`src/sv/alarm_timer_controller_core_defines.svh`:
```
// ----------------------------------------------------------------------------
// alarm timer controller assertion macros
// implication checks on a clock with an active-low reset
// ----------------------------------------------------------------------------
`ifndef ALARM_TIMER_CONTROLLER_CORE_DEFINES_SVH
`define ALARM_TIMER_CONTROLLER_CORE_DEFINES_SVH

`ifndef ASSERT_OFF

// same-cycle implication
`define ATC_ASSERT_IMP(lbl, ck, rstn, ante, cons) \
	lbl: assert property (@(posedge ck) disable iff (!(rstn)) (ante) |-> (cons)) \
	else $error("assertion failed");

// next-cycle implication
`define ATC_ASSERT_NXT(lbl, ck, rstn, ante, cons) \
	lbl: assert property (@(posedge ck) disable iff (!(rstn)) (ante) |=> (cons)) \
	else $error("assertion failed");

`else

`define ATC_ASSERT_IMP(lbl, ck, rstn, ante, cons)
`define ATC_ASSERT_NXT(lbl, ck, rstn, ante, cons)

`endif

`endif

```
`src/sv/atc_pkg.sv`:
```
// ----------------------------------------------------------------------------
// atc_pkg
// types, codes and constants of the alarm timer controller
// ----------------------------------------------------------------------------
package atc_pkg;

	localparam int CfgIndexW = 3;
	localparam int CfgDataW  = 6;
	localparam int TimerW    = 19;
	localparam int KeyW      = 27;
	localparam int ElapsedW  = 23;

	localparam logic [TimerW-1:0] TimerMax        = 19'd359999;
	localparam logic [31:0]       ServicePeriodMs = 32'd100;
	localparam logic [31:0]       FeedbackMs      = 32'd1400;
	localparam logic [31:0]       ActuatorOnMs    = 32'd220;
	localparam logic [31:0]       SnoozeSec       = 32'd300;
	localparam logic [31:0]       KeepSleep       = 32'hffff_ffff;
	localparam logic [7:0]        RingLevel       = 8'd160;

	// x / 60 = (x * MinMagic) >> MinShift, exact for 32-bit x
	localparam logic [63:0] MinMagic = 64'h0000_0000_8888_8889;
	localparam int          MinShift = 37;
	// x / 1000 = (x * MsMagic) >> MsShift, exact for 32-bit x
	localparam logic [63:0] MsMagic  = 64'd274877907;
	localparam int          MsShift  = 38;

	typedef enum logic [2:0] {
		MODE_TICK       = 3'd0,
		MODE_SLEEP_SET  = 3'd1,
		MODE_SLEEP_STOP = 3'd2,
		MODE_DISMISS    = 3'd3,
		MODE_SNOOZE     = 3'd4,
		MODE_HAPTIC     = 3'd5,
		MODE_TIMER_LOAD = 3'd6
	} mode_t;

	typedef enum logic [2:0] {
		CAUSE_NONE      = 3'd0,
		CAUSE_TIMER     = 3'd1,
		CAUSE_SLEEP     = 3'd2,
		CAUSE_SNOOZE    = 3'd3,
		CAUSE_SCHEDULED = 3'd4
	} cause_t;

	typedef enum logic [1:0] {
		LINK_NONE    = 2'd0,
		LINK_DISMISS = 2'd1,
		LINK_SNOOZE  = 2'd2
	} link_t;

	typedef enum logic [CfgIndexW-1:0] {
		CFG_WEEKDAY_EN = 3'd0,
		CFG_WEEKEND_EN = 3'd1,
		CFG_HOUR       = 3'd2,
		CFG_MINUTE     = 3'd3,
		CFG_VIBRATE_EN = 3'd4,
		CFG_QUIET_EN   = 3'd5
	} cfg_index_t;

	typedef struct packed {
		logic       weekday_alarm_enable;
		logic       weekend_alarm_enable;
		logic [4:0] wake_hour;
		logic [5:0] wake_minute;
		logic       vibration_enable;
		logic       quiet_enable;
	} cfg_t;

	localparam cfg_t CfgReset = '{
		weekday_alarm_enable: 1'b0,
		weekend_alarm_enable: 1'b0,
		wake_hour:            5'd7,
		wake_minute:          6'd0,
		vibration_enable:     1'b1,
		quiet_enable:         1'b0
	};

	typedef struct packed {
		logic [2:0]      mode;
		logic [31:0]     now_ms;
		logic [31:0]     epoch_seconds;
		logic [2:0]      weekday;
		logic [4:0]      hour;
		logic [5:0]      minute;
		logic [31:0]     amount;
		logic [7:0]      strength;
		logic            run_flag;
		logic [KeyW-1:0] minute_num;
	} item_t;

	typedef struct packed {
		logic [31:0]       sleep_alarm_time;
		logic              sleep_ringing;
		logic [31:0]       snooze_end;
		logic [31:0]       actuator_off_time;
		logic [31:0]       feedback_time;
		logic [31:0]       next_service_time;
		logic [31:0]       timer_tick_time;
		logic [TimerW-1:0] timer_seconds;
		logic              timer_run;
		logic              ring_flag;
		logic [KeyW-1:0]   last_minute_num;
		logic [7:0]        drive_level;
	} state_t;

	// all-ones key is above any epoch / 60, so it never matches
	localparam state_t StateReset = '{
		sleep_alarm_time:  32'd0,
		sleep_ringing:     1'b0,
		snooze_end:        32'd0,
		actuator_off_time: 32'd0,
		feedback_time:     32'd0,
		next_service_time: 32'd0,
		timer_tick_time:   32'd0,
		timer_seconds:     19'd0,
		timer_run:         1'b0,
		ring_flag:         1'b0,
		last_minute_num:   {KeyW{1'b1}},
		drive_level:       8'd0
	};

	typedef struct packed {
		logic              ringing;
		logic [7:0]        vibration_level;
		logic              buzzer_start;
		logic              buzzer_stop;
		cause_t            start_cause;
		link_t             link_message;
		logic              stop_dismissed;
		logic [TimerW-1:0] timer_left;
		logic              timer_active;
		logic              fast_service;
	} result_t;

	// wrapped time compare: now is at or past t
	function automatic logic reached(input logic [31:0] now, input logic [31:0] t);
		logic [31:0] diff;
		diff = now - t;
		return !diff[31];
	endfunction

endpackage

```
`src/sv/atc_item_if.sv`:
```
// ----------------------------------------------------------------------------
// atc_item_if
// input channel: mode, millisecond clock, rtc time and command operands
// ----------------------------------------------------------------------------
interface atc_item_if;
	logic        valid;
	logic        ready;
	logic [2:0]  mode;
	logic [31:0] now_ms;
	logic [31:0] epoch_seconds;
	logic [2:0]  weekday;
	logic [4:0]  hour;
	logic [5:0]  minute;
	logic [31:0] amount;
	logic [7:0]  strength;
	logic        run_flag;

	modport source (
		output valid, mode, now_ms, epoch_seconds, weekday, hour, minute, amount,
			strength, run_flag,
		input  ready
	);
	modport sink (
		input  valid, mode, now_ms, epoch_seconds, weekday, hour, minute, amount,
			strength, run_flag,
		output ready
	);
endinterface

```
`src/sv/atc_result_if.sv`:
```
// ----------------------------------------------------------------------------
// atc_result_if
// result channel: actuator commands, link messages, start cause, timer status
// ----------------------------------------------------------------------------
interface atc_result_if;
	logic        valid;
	logic        ready;
	logic        ringing;
	logic [7:0]  vibration_level;
	logic        buzzer_start;
	logic        buzzer_stop;
	logic [2:0]  start_cause;
	logic [1:0]  link_message;
	logic        stop_dismissed;
	logic [18:0] timer_left;
	logic        timer_active;
	logic        fast_service;

	modport source (
		output valid, ringing, vibration_level, buzzer_start, buzzer_stop, start_cause,
			link_message, stop_dismissed, timer_left, timer_active, fast_service,
		input  ready
	);
	modport sink (
		input  valid, ringing, vibration_level, buzzer_start, buzzer_stop, start_cause,
			link_message, stop_dismissed, timer_left, timer_active, fast_service,
		output ready
	);
endinterface

```
`src/sv/atc_cfg_regs.sv`:
```
// ----------------------------------------------------------------------------
// atc_cfg_regs
// configuration registers with a plain indexed write port
// ----------------------------------------------------------------------------
module atc_cfg_regs (
	input  logic                          clk,
	input  logic                          arst_n,
	input  logic                          we,
	input  logic [atc_pkg::CfgIndexW-1:0] index,
	input  logic [atc_pkg::CfgDataW-1:0]  data,
	output atc_pkg::cfg_t                 cfg
);

	atc_pkg::cfg_t cfg_q;

	always_ff @(posedge clk or negedge arst_n) begin
		if (!arst_n) begin
			cfg_q <= atc_pkg::CfgReset;
		end else if (we) begin
			case (atc_pkg::cfg_index_t'(index))
				atc_pkg::CFG_WEEKDAY_EN: begin
					cfg_q.weekday_alarm_enable <= data[0];
				end
				atc_pkg::CFG_WEEKEND_EN: begin
					cfg_q.weekend_alarm_enable <= data[0];
				end
				atc_pkg::CFG_HOUR: begin
					cfg_q.wake_hour <= data[4:0];
				end
				atc_pkg::CFG_MINUTE: begin
					cfg_q.wake_minute <= data[5:0];
				end
				atc_pkg::CFG_VIBRATE_EN: begin
					cfg_q.vibration_enable <= data[0];
				end
				atc_pkg::CFG_QUIET_EN: begin
					cfg_q.quiet_enable <= data[0];
				end
				default: begin
				end
			endcase
		end
	end

	assign cfg = cfg_q;

endmodule

```
`src/sv/atc_step.sv`:
```
// ----------------------------------------------------------------------------
// atc_step
// next state and result for one registered item
// ----------------------------------------------------------------------------
module atc_step (
	input  atc_pkg::cfg_t    cfg,
	input  atc_pkg::item_t   item,
	input  atc_pkg::state_t  st,
	output atc_pkg::state_t  st_nxt,
	output atc_pkg::result_t res
);

	logic [31:0]                   now;
	logic [31:0]                   tick_gap;
	logic [63:0]                   gap_prod;
	logic [atc_pkg::ElapsedW-1:0]  elapsed;
	logic [31:0]                   elapsed_ms;
	logic                          day_on;
	logic                          daily_hit;

	atc_pkg::state_t nx;
	atc_pkg::cause_t cause_first;
	atc_pkg::cause_t cause;
	atc_pkg::link_t  link;
	logic            buz_start;
	logic            buz_stop;
	logic            stop_hit;
	logic [31:0]     fb_gap;

	assign now = item.now_ms;

	// whole seconds since the last timer tick
	assign tick_gap   = now - st.timer_tick_time;
	assign gap_prod   = {32'd0, tick_gap} * atc_pkg::MsMagic;
	assign elapsed    = gap_prod[atc_pkg::MsShift +: atc_pkg::ElapsedW];
	// elapsed * 1000 as shifts, wraps harmlessly
	assign elapsed_ms = 32'({elapsed, 10'd0}) - 32'({elapsed, 4'd0}) - 32'({elapsed, 3'd0});

	assign day_on    = (item.weekday >= 3'd1 && item.weekday <= 3'd5) ?
		cfg.weekday_alarm_enable : cfg.weekend_alarm_enable;
	assign daily_hit = day_on && item.hour == cfg.wake_hour &&
		item.minute == cfg.wake_minute && item.minute_num != st.last_minute_num;

	always_comb begin
		nx          = st;
		cause_first = atc_pkg::CAUSE_NONE;
		cause       = atc_pkg::CAUSE_NONE;
		link        = atc_pkg::LINK_NONE;
		buz_start   = 1'b0;
		buz_stop    = 1'b0;
		stop_hit    = 1'b0;
		fb_gap      = 32'd0;

		case (atc_pkg::mode_t'(item.mode))
			atc_pkg::MODE_TICK: begin
				if (atc_pkg::reached(now, st.next_service_time)) begin
					nx.next_service_time = now + atc_pkg::ServicePeriodMs;
					if (st.timer_run && elapsed != '0) begin
						nx.timer_tick_time = st.timer_tick_time + elapsed_ms;
						if (elapsed >= {4'd0, st.timer_seconds}) begin
							nx.timer_seconds = '0;
							nx.timer_run     = 1'b0;
							cause_first      = atc_pkg::CAUSE_TIMER;
						end else begin
							nx.timer_seconds = st.timer_seconds - elapsed[atc_pkg::TimerW-1:0];
						end
					end
					if (st.sleep_alarm_time != '0 &&
						atc_pkg::reached(now, st.sleep_alarm_time)) begin
						nx.sleep_alarm_time = '0;
						nx.sleep_ringing    = 1'b1;
						if (cause_first == atc_pkg::CAUSE_NONE) begin
							cause_first = atc_pkg::CAUSE_SLEEP;
						end
					end
					if (st.snooze_end != '0 && item.epoch_seconds >= st.snooze_end) begin
						nx.snooze_end = '0;
						if (cause_first == atc_pkg::CAUSE_NONE) begin
							cause_first = atc_pkg::CAUSE_SNOOZE;
						end
					end
					if (daily_hit) begin
						nx.last_minute_num = item.minute_num;
						if (cause_first == atc_pkg::CAUSE_NONE) begin
							cause_first = atc_pkg::CAUSE_SCHEDULED;
						end
					end
					// only a start while not ringing counts
					if (!st.ring_flag && cause_first != atc_pkg::CAUSE_NONE) begin
						nx.ring_flag     = 1'b1;
						nx.feedback_time = '0;
						cause            = cause_first;
					end
				end
				// output service
				if (st.actuator_off_time != '0 &&
					atc_pkg::reached(now, st.actuator_off_time)) begin
					nx.drive_level       = '0;
					nx.actuator_off_time = '0;
					buz_stop             = 1'b1;
				end
				fb_gap = now - nx.feedback_time;
				if (nx.ring_flag && fb_gap >= atc_pkg::FeedbackMs) begin
					nx.feedback_time = now;
					if (cfg.vibration_enable) begin
						nx.drive_level = atc_pkg::RingLevel;
					end
					if (!cfg.quiet_enable) begin
						buz_start = 1'b1;
					end
					if (cfg.vibration_enable || !cfg.quiet_enable) begin
						nx.actuator_off_time = now + atc_pkg::ActuatorOnMs;
					end
				end
			end
			atc_pkg::MODE_SLEEP_SET: begin
				// zero delay stores now; all ones keeps the old time
				if (item.amount != atc_pkg::KeepSleep) begin
					nx.sleep_alarm_time = now + item.amount;
				end
			end
			atc_pkg::MODE_SLEEP_STOP: begin
				nx.sleep_alarm_time = '0;
				nx.sleep_ringing    = 1'b0;
				if (st.ring_flag) begin
					nx.ring_flag         = 1'b0;
					nx.drive_level       = '0;
					nx.actuator_off_time = '0;
					nx.snooze_end        = '0;
					buz_stop             = 1'b1;
					stop_hit             = 1'b1;
				end
			end
			atc_pkg::MODE_DISMISS: begin
				if (st.sleep_ringing) begin
					link             = atc_pkg::LINK_DISMISS;
					nx.sleep_ringing = 1'b0;
				end
				nx.ring_flag         = 1'b0;
				nx.drive_level       = '0;
				nx.actuator_off_time = '0;
				nx.snooze_end        = '0;
				buz_stop             = 1'b1;
			end
			atc_pkg::MODE_SNOOZE: begin
				if (st.sleep_ringing) begin
					link             = atc_pkg::LINK_SNOOZE;
					nx.sleep_ringing = 1'b0;
				end
				nx.ring_flag         = 1'b0;
				nx.drive_level       = '0;
				nx.actuator_off_time = '0;
				nx.snooze_end        = item.epoch_seconds + atc_pkg::SnoozeSec;
				buz_stop             = 1'b1;
			end
			atc_pkg::MODE_HAPTIC: begin
				if (!st.ring_flag) begin
					nx.drive_level       = item.strength;
					nx.actuator_off_time = now + item.amount;
				end
			end
			atc_pkg::MODE_TIMER_LOAD: begin
				nx.timer_seconds   = (item.amount > {13'd0, atc_pkg::TimerMax}) ?
					atc_pkg::TimerMax : item.amount[atc_pkg::TimerW-1:0];
				nx.timer_run       = item.run_flag;
				nx.timer_tick_time = now;
			end
			default: begin
			end
		endcase
	end

	assign st_nxt = nx;

	always_comb begin
		res.ringing         = nx.ring_flag;
		res.vibration_level = nx.drive_level;
		res.buzzer_start    = buz_start;
		res.buzzer_stop     = buz_stop;
		res.start_cause     = cause;
		res.link_message    = link;
		res.stop_dismissed  = stop_hit;
		res.timer_left      = nx.timer_seconds;
		res.timer_active    = nx.timer_run;
		res.fast_service    = nx.ring_flag || nx.actuator_off_time != '0;
	end

endmodule

```
`src/sv/alarm_timer_controller_core.sv`:
```
// ----------------------------------------------------------------------------
// alarm_timer_controller_core
// alarm and timer controller: clock service, ringing feedback, user commands
// ----------------------------------------------------------------------------
// channel  | dir | handshake          | content
// item     | in  | valid/ready        | mode, ms clock, rtc time, operands
// result   | out | valid/ready        | actuator commands, link, cause, timer
// cfg      | in  | cfg_we, no ready   | cfg_index selects, cfg_data written
//
// one item per cycle unless the result stalls; the input register holds an
// item, the result register its result. the rate is set by the state loop:
// timer divide by 1000 (reciprocal multiply), state update in the same cycle
// reset puts every state and config register at its reset value at once
// with the result stalled, one more item is taken into the input register
// ----------------------------------------------------------------------------
`include "alarm_timer_controller_core_defines.svh"

module alarm_timer_controller_core (
	input  logic                          clk,
	input  logic                          arst_n,
	atc_item_if.sink                      item,
	atc_result_if.source                  result,
	input  logic                          cfg_we,
	input  logic [atc_pkg::CfgIndexW-1:0] cfg_index,
	input  logic [atc_pkg::CfgDataW-1:0]  cfg_data
);

	atc_pkg::cfg_t    cfg;
	atc_pkg::item_t   item_s1;
	logic             valid_s1;
	atc_pkg::state_t  st_q;
	atc_pkg::state_t  st_nxt;
	atc_pkg::result_t step_res;
	atc_pkg::result_t res_q;
	logic             res_valid_q;
	logic             adv;
	logic             take;
	logic [63:0]      key_prod;

	atc_cfg_regs u_cfg (
		.clk    (clk),
		.arst_n (arst_n),
		.we     (cfg_we),
		.index  (cfg_index),
		.data   (cfg_data),
		.cfg    (cfg)
	);

	// minute number of the rtc time, only depends on the item
	assign key_prod = {32'd0, item.epoch_seconds} * atc_pkg::MinMagic;

	assign adv        = valid_s1 && (!res_valid_q || result.ready);
	assign item.ready = !valid_s1 || adv;
	assign take       = item.valid && item.ready;

	always_ff @(posedge clk or negedge arst_n) begin
		if (!arst_n) begin
			valid_s1 <= 1'b0;
		end else if (take) begin
			valid_s1 <= 1'b1;
		end else if (adv) begin
			valid_s1 <= 1'b0;
		end
	end

	always_ff @(posedge clk) begin
		if (take) begin
			item_s1.mode          <= item.mode;
			item_s1.now_ms        <= item.now_ms;
			item_s1.epoch_seconds <= item.epoch_seconds;
			item_s1.weekday       <= item.weekday;
			item_s1.hour          <= item.hour;
			item_s1.minute        <= item.minute;
			item_s1.amount        <= item.amount;
			item_s1.strength      <= item.strength;
			item_s1.run_flag      <= item.run_flag;
			item_s1.minute_num    <= key_prod[atc_pkg::MinShift +: atc_pkg::KeyW];
		end
	end

	atc_step u_step (
		.cfg    (cfg),
		.item   (item_s1),
		.st     (st_q),
		.st_nxt (st_nxt),
		.res    (step_res)
	);

	always_ff @(posedge clk or negedge arst_n) begin
		if (!arst_n) begin
			st_q <= atc_pkg::StateReset;
		end else if (adv) begin
			st_q <= st_nxt;
		end
	end

	always_ff @(posedge clk or negedge arst_n) begin
		if (!arst_n) begin
			res_valid_q <= 1'b0;
		end else if (adv) begin
			res_valid_q <= 1'b1;
		end else if (result.ready) begin
			res_valid_q <= 1'b0;
		end
	end

	always_ff @(posedge clk) begin
		if (adv) begin
			res_q <= step_res;
		end
	end

	assign result.valid           = res_valid_q;
	assign result.ringing         = res_q.ringing;
	assign result.vibration_level = res_q.vibration_level;
	assign result.buzzer_start    = res_q.buzzer_start;
	assign result.buzzer_stop     = res_q.buzzer_stop;
	assign result.start_cause     = res_q.start_cause;
	assign result.link_message    = res_q.link_message;
	assign result.stop_dismissed  = res_q.stop_dismissed;
	assign result.timer_left      = res_q.timer_left;
	assign result.timer_active    = res_q.timer_active;
	assign result.fast_service    = res_q.fast_service;

	// an item moved on always shows up as a result
	`ATC_ASSERT_NXT(a_adv_result, clk, arst_n, adv, res_valid_q)
	// an empty input register never holds the source off
	`ATC_ASSERT_IMP(a_empty_ready, clk, arst_n, !valid_s1, item.ready)
	// a reported start cause leaves the block ringing
	`ATC_ASSERT_NXT(a_cause_rings, clk, arst_n,
		adv && step_res.start_cause != atc_pkg::CAUSE_NONE, st_q.ring_flag)
	// ringing only begins from a tick
	`ATC_ASSERT_IMP(a_ring_on_tick, clk, arst_n, $rose(st_q.ring_flag),
		$past(adv) && $past(item_s1.mode) == atc_pkg::MODE_TICK)

endmodule
```
`src/flat_wrapper.sv`:
```
// flat-port wrapper written by rule: the top's interface ports become plain ports
module alarm_timer_controller_core_flat 
  (clk, arst_n, cfg_we, cfg_index, cfg_data, item_valid, item_mode, item_now_ms, item_epoch_seconds, item_weekday, item_hour, item_minute, item_amount, item_strength, item_run_flag, item_ready, result_valid, result_ringing, result_vibration_level, result_buzzer_start, result_buzzer_stop, result_start_cause, result_link_message, result_stop_dismissed, result_timer_left, result_timer_active, result_fast_service, result_ready);
  atc_item_if item_i ();
  atc_result_if result_i ();
  input  logic clk;
  input  logic arst_n;
  input  logic cfg_we;
  input  logic [atc_pkg::CfgIndexW-1:0] cfg_index;
  input  logic [atc_pkg::CfgDataW-1:0] cfg_data;
  input wire logic [$bits(item_i.valid)-1:0] item_valid;
  input wire logic [$bits(item_i.mode)-1:0] item_mode;
  input wire logic [$bits(item_i.now_ms)-1:0] item_now_ms;
  input wire logic [$bits(item_i.epoch_seconds)-1:0] item_epoch_seconds;
  input wire logic [$bits(item_i.weekday)-1:0] item_weekday;
  input wire logic [$bits(item_i.hour)-1:0] item_hour;
  input wire logic [$bits(item_i.minute)-1:0] item_minute;
  input wire logic [$bits(item_i.amount)-1:0] item_amount;
  input wire logic [$bits(item_i.strength)-1:0] item_strength;
  input wire logic [$bits(item_i.run_flag)-1:0] item_run_flag;
  output wire logic [$bits(item_i.ready)-1:0] item_ready;
  output wire logic [$bits(result_i.valid)-1:0] result_valid;
  output wire logic [$bits(result_i.ringing)-1:0] result_ringing;
  output wire logic [$bits(result_i.vibration_level)-1:0] result_vibration_level;
  output wire logic [$bits(result_i.buzzer_start)-1:0] result_buzzer_start;
  output wire logic [$bits(result_i.buzzer_stop)-1:0] result_buzzer_stop;
  output wire logic [$bits(result_i.start_cause)-1:0] result_start_cause;
  output wire logic [$bits(result_i.link_message)-1:0] result_link_message;
  output wire logic [$bits(result_i.stop_dismissed)-1:0] result_stop_dismissed;
  output wire logic [$bits(result_i.timer_left)-1:0] result_timer_left;
  output wire logic [$bits(result_i.timer_active)-1:0] result_timer_active;
  output wire logic [$bits(result_i.fast_service)-1:0] result_fast_service;
  input wire logic [$bits(result_i.ready)-1:0] result_ready;
  assign item_i.valid = item_valid;
  assign item_i.mode = item_mode;
  assign item_i.now_ms = item_now_ms;
  assign item_i.epoch_seconds = item_epoch_seconds;
  assign item_i.weekday = item_weekday;
  assign item_i.hour = item_hour;
  assign item_i.minute = item_minute;
  assign item_i.amount = item_amount;
  assign item_i.strength = item_strength;
  assign item_i.run_flag = item_run_flag;
  assign item_ready = item_i.ready;
  assign result_valid = result_i.valid;
  assign result_ringing = result_i.ringing;
  assign result_vibration_level = result_i.vibration_level;
  assign result_buzzer_start = result_i.buzzer_start;
  assign result_buzzer_stop = result_i.buzzer_stop;
  assign result_start_cause = result_i.start_cause;
  assign result_link_message = result_i.link_message;
  assign result_stop_dismissed = result_i.stop_dismissed;
  assign result_timer_left = result_i.timer_left;
  assign result_timer_active = result_i.timer_active;
  assign result_fast_service = result_i.fast_service;
  assign result_i.ready = result_ready;
  alarm_timer_controller_core u_core (.clk(clk), .arst_n(arst_n), .item(item_i), .result(result_i), .cfg_we(cfg_we), .cfg_index(cfg_index), .cfg_data(cfg_data));
endmodule
```
`config.mk`:
```
export PLATFORM = sky130hd
export DESIGN_NAME = alarm_timer_controller_core_flat
export DESIGN_NICKNAME = d
export VERILOG_FILES = /design/src/sv/atc_pkg.sv /design/src/sv/atc_item_if.sv /design/src/sv/atc_result_if.sv /design/src/sv/atc_cfg_regs.sv /design/src/sv/atc_step.sv /design/src/sv/alarm_timer_controller_core.sv /design/src/flat_wrapper.sv
export VERILOG_INCLUDE_DIRS = /design/src /design/src/sv
export SDC_FILE = /design/constraint.sdc
export NUM_CORES = 2
export LEC_CHECK = 0
export ABC_CLOCK_PERIOD_IN_PS = 25400
export BUFFER_PORTS_ARGS = -buffer_cell sky130_fd_sc_hd__buf_4
export CORE_MARGIN = 8
export CORE_UTILIZATION = 35
export CTS_CLUSTER_DIAMETER = 50
export DETAILED_ROUTE_END_ITERATION = 10
export HOLD_SLACK_MARGIN = 0.05
export PLACE_DENSITY = 0.55
export SLEW_MARGIN = 20
export SYNTH_ARGS = -nofsm -noshare
export SYNTH_HDL_FRONTEND = slang
export SYNTH_SLANG_ARGS = --single-unit
```
`constraint.sdc`:
```
create_clock -name clk -period 25.4 [get_ports clk]
set_clock_uncertainty 0.2 [all_clocks]
set_input_delay 0 -clock clk [delete_from_list [all_inputs] [get_ports clk]]
set_output_delay 0 -clock clk [all_outputs]
set_load 0.02 [all_outputs]
```
==> impl_metrics.py <==
metrics = {
    "global_routing": {
        "grt_overflow": 0,
        "grt_first_pass_wirelength_um": 270200,
        "first_global_vias": 45180,
        "antenna_found_initial": 10,
        "grt_usage_pct": 20.48,
        "grt_max_degree": 69,
    },
    "status": {
        "status": "completed",
    },
    "die": {
        "fp.dieW_um": 412.3,
        "die_y_um": 412.3,
        "start_util_pct": 35.23,
        "core_um2": 156000,
        "ios": 176,
        "die_area_um2": 170000,
        "rows": 145,
    },
    "synth": {
        "synth-seq-cells": 453,
        "synth_xor_area_share_pct": 4.191,
        "syn_avg_cell_area_um2": 9.638,
        "synth_edf_count": 187,
        "syn_nets": 7335,
        "synth_warnings": 0,
        "yosys.area_share.simple_pct": 9.959,
        "seq_area_frac_synth_pct": 22.40,
        "synthCells": 5703,
        "yosys.cell_types.count": 99,
        "muxShareOfSynthArea_pct": 1.373,
        "synth_top_flop_cell": "dfrtp_1",
        "syn-cell-area_um2": 54960,
        "synthAdderAreaFrac_pct": 41.00,
        "ys_async_sr_fraction_pct": 58.72,
        "synth_top_family_by_area": "adder cells",
        "synth_compound_area_share_pct": 12.53,
    },
    "hold_path": {
        "hp-class": "primary input to flop",
    },
    "clock_tree": {
        "clk_latency_ns": 0.68,
        "cts-buffers-inserted": 71,
        "clock-root-buffer": "clkbuf_16",
        "cts_tree": "yes",
        "clock_sinks": 453,
        "h-tree-depth": 3,
        "post_cts_resized": 0,
        "clockBufferDepth": 3,
        "clkTransAtPathRegs_ns": 0.06,
    },
    "timing": {
        "whs_ns": 0.08901,
        "rsz0062_at_grt": "no",
        "fin_crit_ns": 22.80,
        "layout_setup_ws_ns": 2.604,
        "slew_headroom_pct": 26.07,
        "setup_viol": 0,
        "worst-slew-pin-transition_ns": 1.099,
        "period_share_pct": 89.75,
        "max_freq_mhz": 43.87,
        "finalHoldViolations": 0,
        "tns_ns": 0,
        "finalMaxSlewViolations": 0,
    },
    "detailed_routing": {
        "antenna_left": 0,
        "drtIter0Drc": 3060,
        "route.vias.total": 43180,
        "routed_wl_um": 173900,
        "first_pass_iters": 6,
        "wl_per_cell_um": 20.87,
        "route.detailed.drc": 0,
        "viasPerCell": 5.183,
    },
    "setup_path": {
        "cpMostUsedCell": "o21ai_0",
        "cp_slowest_cell": "nor4b_2",
        "critPathKind": "flop to flop",
        "crit_arrival_ns": 23.00,
        "end_kind": "flop",
        "required_ns": 25.60,
        "slowest_delay_ns": 0.88,
        "cp_max_fo": 29,
        "ff2ff_setup_slack_ns": 2.60,
        "worst_setup_path_start_kind": "flop",
    },
    "placement": {
        "port_buffers": 175,
        "finalWeightedCongestion": 0.9391,
        "hpwl_um": 138000,
        "place_ws_ns": 2.881,
    },
    "finish": {
        "num-fill-cells": 15360,
        "area_growth_pct": 17.18,
        "fin_nets": 7841,
        "drive_gt1_share_pct": 8.712,
    },
    "job": {
        "drv_cap": 0,
    },
}
[cells in the final DEF, fill, tap and decap left out, types with 13 or more instances in the layout]
cell type	instances
a211oi_1	29
inv_1	1128
edfxtp_1	187
ha_1	992
nand4_1	75
fa_1	504
and3_1	40
o21ai_0	264
a21o_1	84
nand2b_1	43
nor2b_1	42
o22ai_1	17
nor3_1	80
o211ai_1	26
a31oi_1	35
nor4_1	46
a21oi_1	225
clkbuf_1	13
or3_1	31
o31ai_1	53
a21boi_0	16
buf_4	279
dlygate4sd3_1	271
mux2_2	57
dfrtp_1	235
a221oi_1	24
xor2_1	86
nand3_1	83
xnor2_1	175
clkbuf_16	72
a2111oi_0	17
or2_2	20
o21bai_1	24
and2_1	27
a22o_1	54
nor2_1	219
a22oi_1	36
dfstp_2	31
o21a_1	29
nand2_1	374
[final cells by class]
| cell class | count | area [um2] | share of cell area, % |
|---|---|---|---|
| Antenna cell | 7 | 17.52 | 0.02720 |
| Clock buffer | 88 | 1892 | 2.937 |
| Clock inverter | 43 | 489.2 | 0.7595 |
| Inverter | 1130 | 4244 | 6.589 |
| Multi-Input combinational cell | 4001 | 38030 | 59.05 |
| Sequential cell | 453 | 12310 | 19.11 |
| Tap cell | 2058 | 2575 | 3.998 |
| Timing Repair Buffer | 552 | 4850 | 7.529 |
[routing by layer]
| layer | GRT usage, % | vias to the layer above | wire length, um |
|---|---|---|---|
| met4 | 5.950 | 4 | 5302 |
| met2 | 34.42 | 1152 | 82360 |
| met1 | 27.02 | 21350 | 75850 |
| met5 | 0 | - | 23 |
| li1 | - | 20430 | - |
| met3 | 3.592 | 246 | 10370 |
[metrics by stage]
step | area [um2] | util (%) | std cells
3_3_place_gp | 59270 | 37.99 | 7922
2_1_floorplan | 54960 | - | 5703
3_5_place_dp | 59270 | 37.99 | 7922
6_report | 64410 | 41.28 | 8332
4_1_cts | 64390 | 41.27 | 8325
5_1_grt | 64400 | 41.27 | 8327
[worst max-delay path, delay by kind of cell, from the launching register on]
family | cells | cell delay [ns]
AOI/OAI and AO/OA | 40 | 9.52
adders and majority gates | 14 | 5.46
and+or+nand+nor | 20 | 4.87
buffers and inverters | 6 | 1.20
xor gates and xnor gates | 2 | 0.77
DFF | 1 | 0.49
[what timing repair did]
item	4_1_cts	5_1_grt
setup buffers	0	0
endpoints found under the hold margin	337	0
hold buffers	272	0
[cell families (layout without fill, tap and decap cells)]
logic type / after synthesis / after routing
adder cells (fa/ha/maj): 1499 / 1499
buffers and inverters: 1249 / 1813
AND/OR/NAND/NOR: 1126 / 1126
AO/OA/AOI/OAI: 1046 / 1046
flip-flops: 453 / 453
XOR/XNOR: 263 / 263
multiplexers: 67 / 67
other: 0 / 7
[registers in the layout (all words and copies together) (netlist names), 2 cells and up]
register	count
u_core.result.link_message	2
u_core.item_s1	149
u_core.result.start_cause	3
u_core.result.vibration_level	8
u_core.u_cfg.cfg	15
u_core.result.timer_left	19
u_core.st_q	249
[worst paths after layout]
path	end	start	depth (start not counted)
max reg2reg	u_core.result.fast_service	u_core.item_s1[114]	82
min in group asynchronous	u_core.u_cfg.cfg[10]	arst_n	3
max	u_core.result.fast_service	u_core.item_s1[114]	82
min	u_core.item_s1[97]	item_epoch_seconds[15]	2
max in group asynchronous	u_core.st_q[126]	arst_n	5
min reg2reg	u_core.st_q[116]	u_core.st_q[116]	2
[synth_stat cells (24+ instances only)]
library cell  number  area share, %
o211ai_1          26           0.36
xnor2_1          177            2.8
a21o_1            84            1.1
a221oi_1          24           0.38
o31ai_1           53           0.72
a22oi_1           36           0.49
nand2b_1          43           0.49
o21a_1            29           0.40
and3_1            40           0.46
edfxtp_1         187             10
a31oi_1           35           0.40
dfstp_2           31            1.5
ha_1             992             23
clkbuf_1         104           0.71
nand2_1          375            2.6
fa_1             504             18
mux2_2            57            1.2
and2_1            28           0.32
dfrtp_1          235             11
inv_1           1129            7.7
nor4_1            46           0.52
xor2_1            86            1.4
a21oi_1          225            2.0
nor3_1            82           0.75
nor2b_1           42           0.48
o21ai_0          266            2.4
nand4_1           75           0.85
nand3_1           83           0.76
a211oi_1          29           0.40
o21bai_1          24           0.33
or3_1             31           0.35
a22o_1            54           0.86
nor2_1           224            1.5
Power is not shown: default switching activity piles up to over one toggle a cycle in this logic, so the estimate is an artifact.
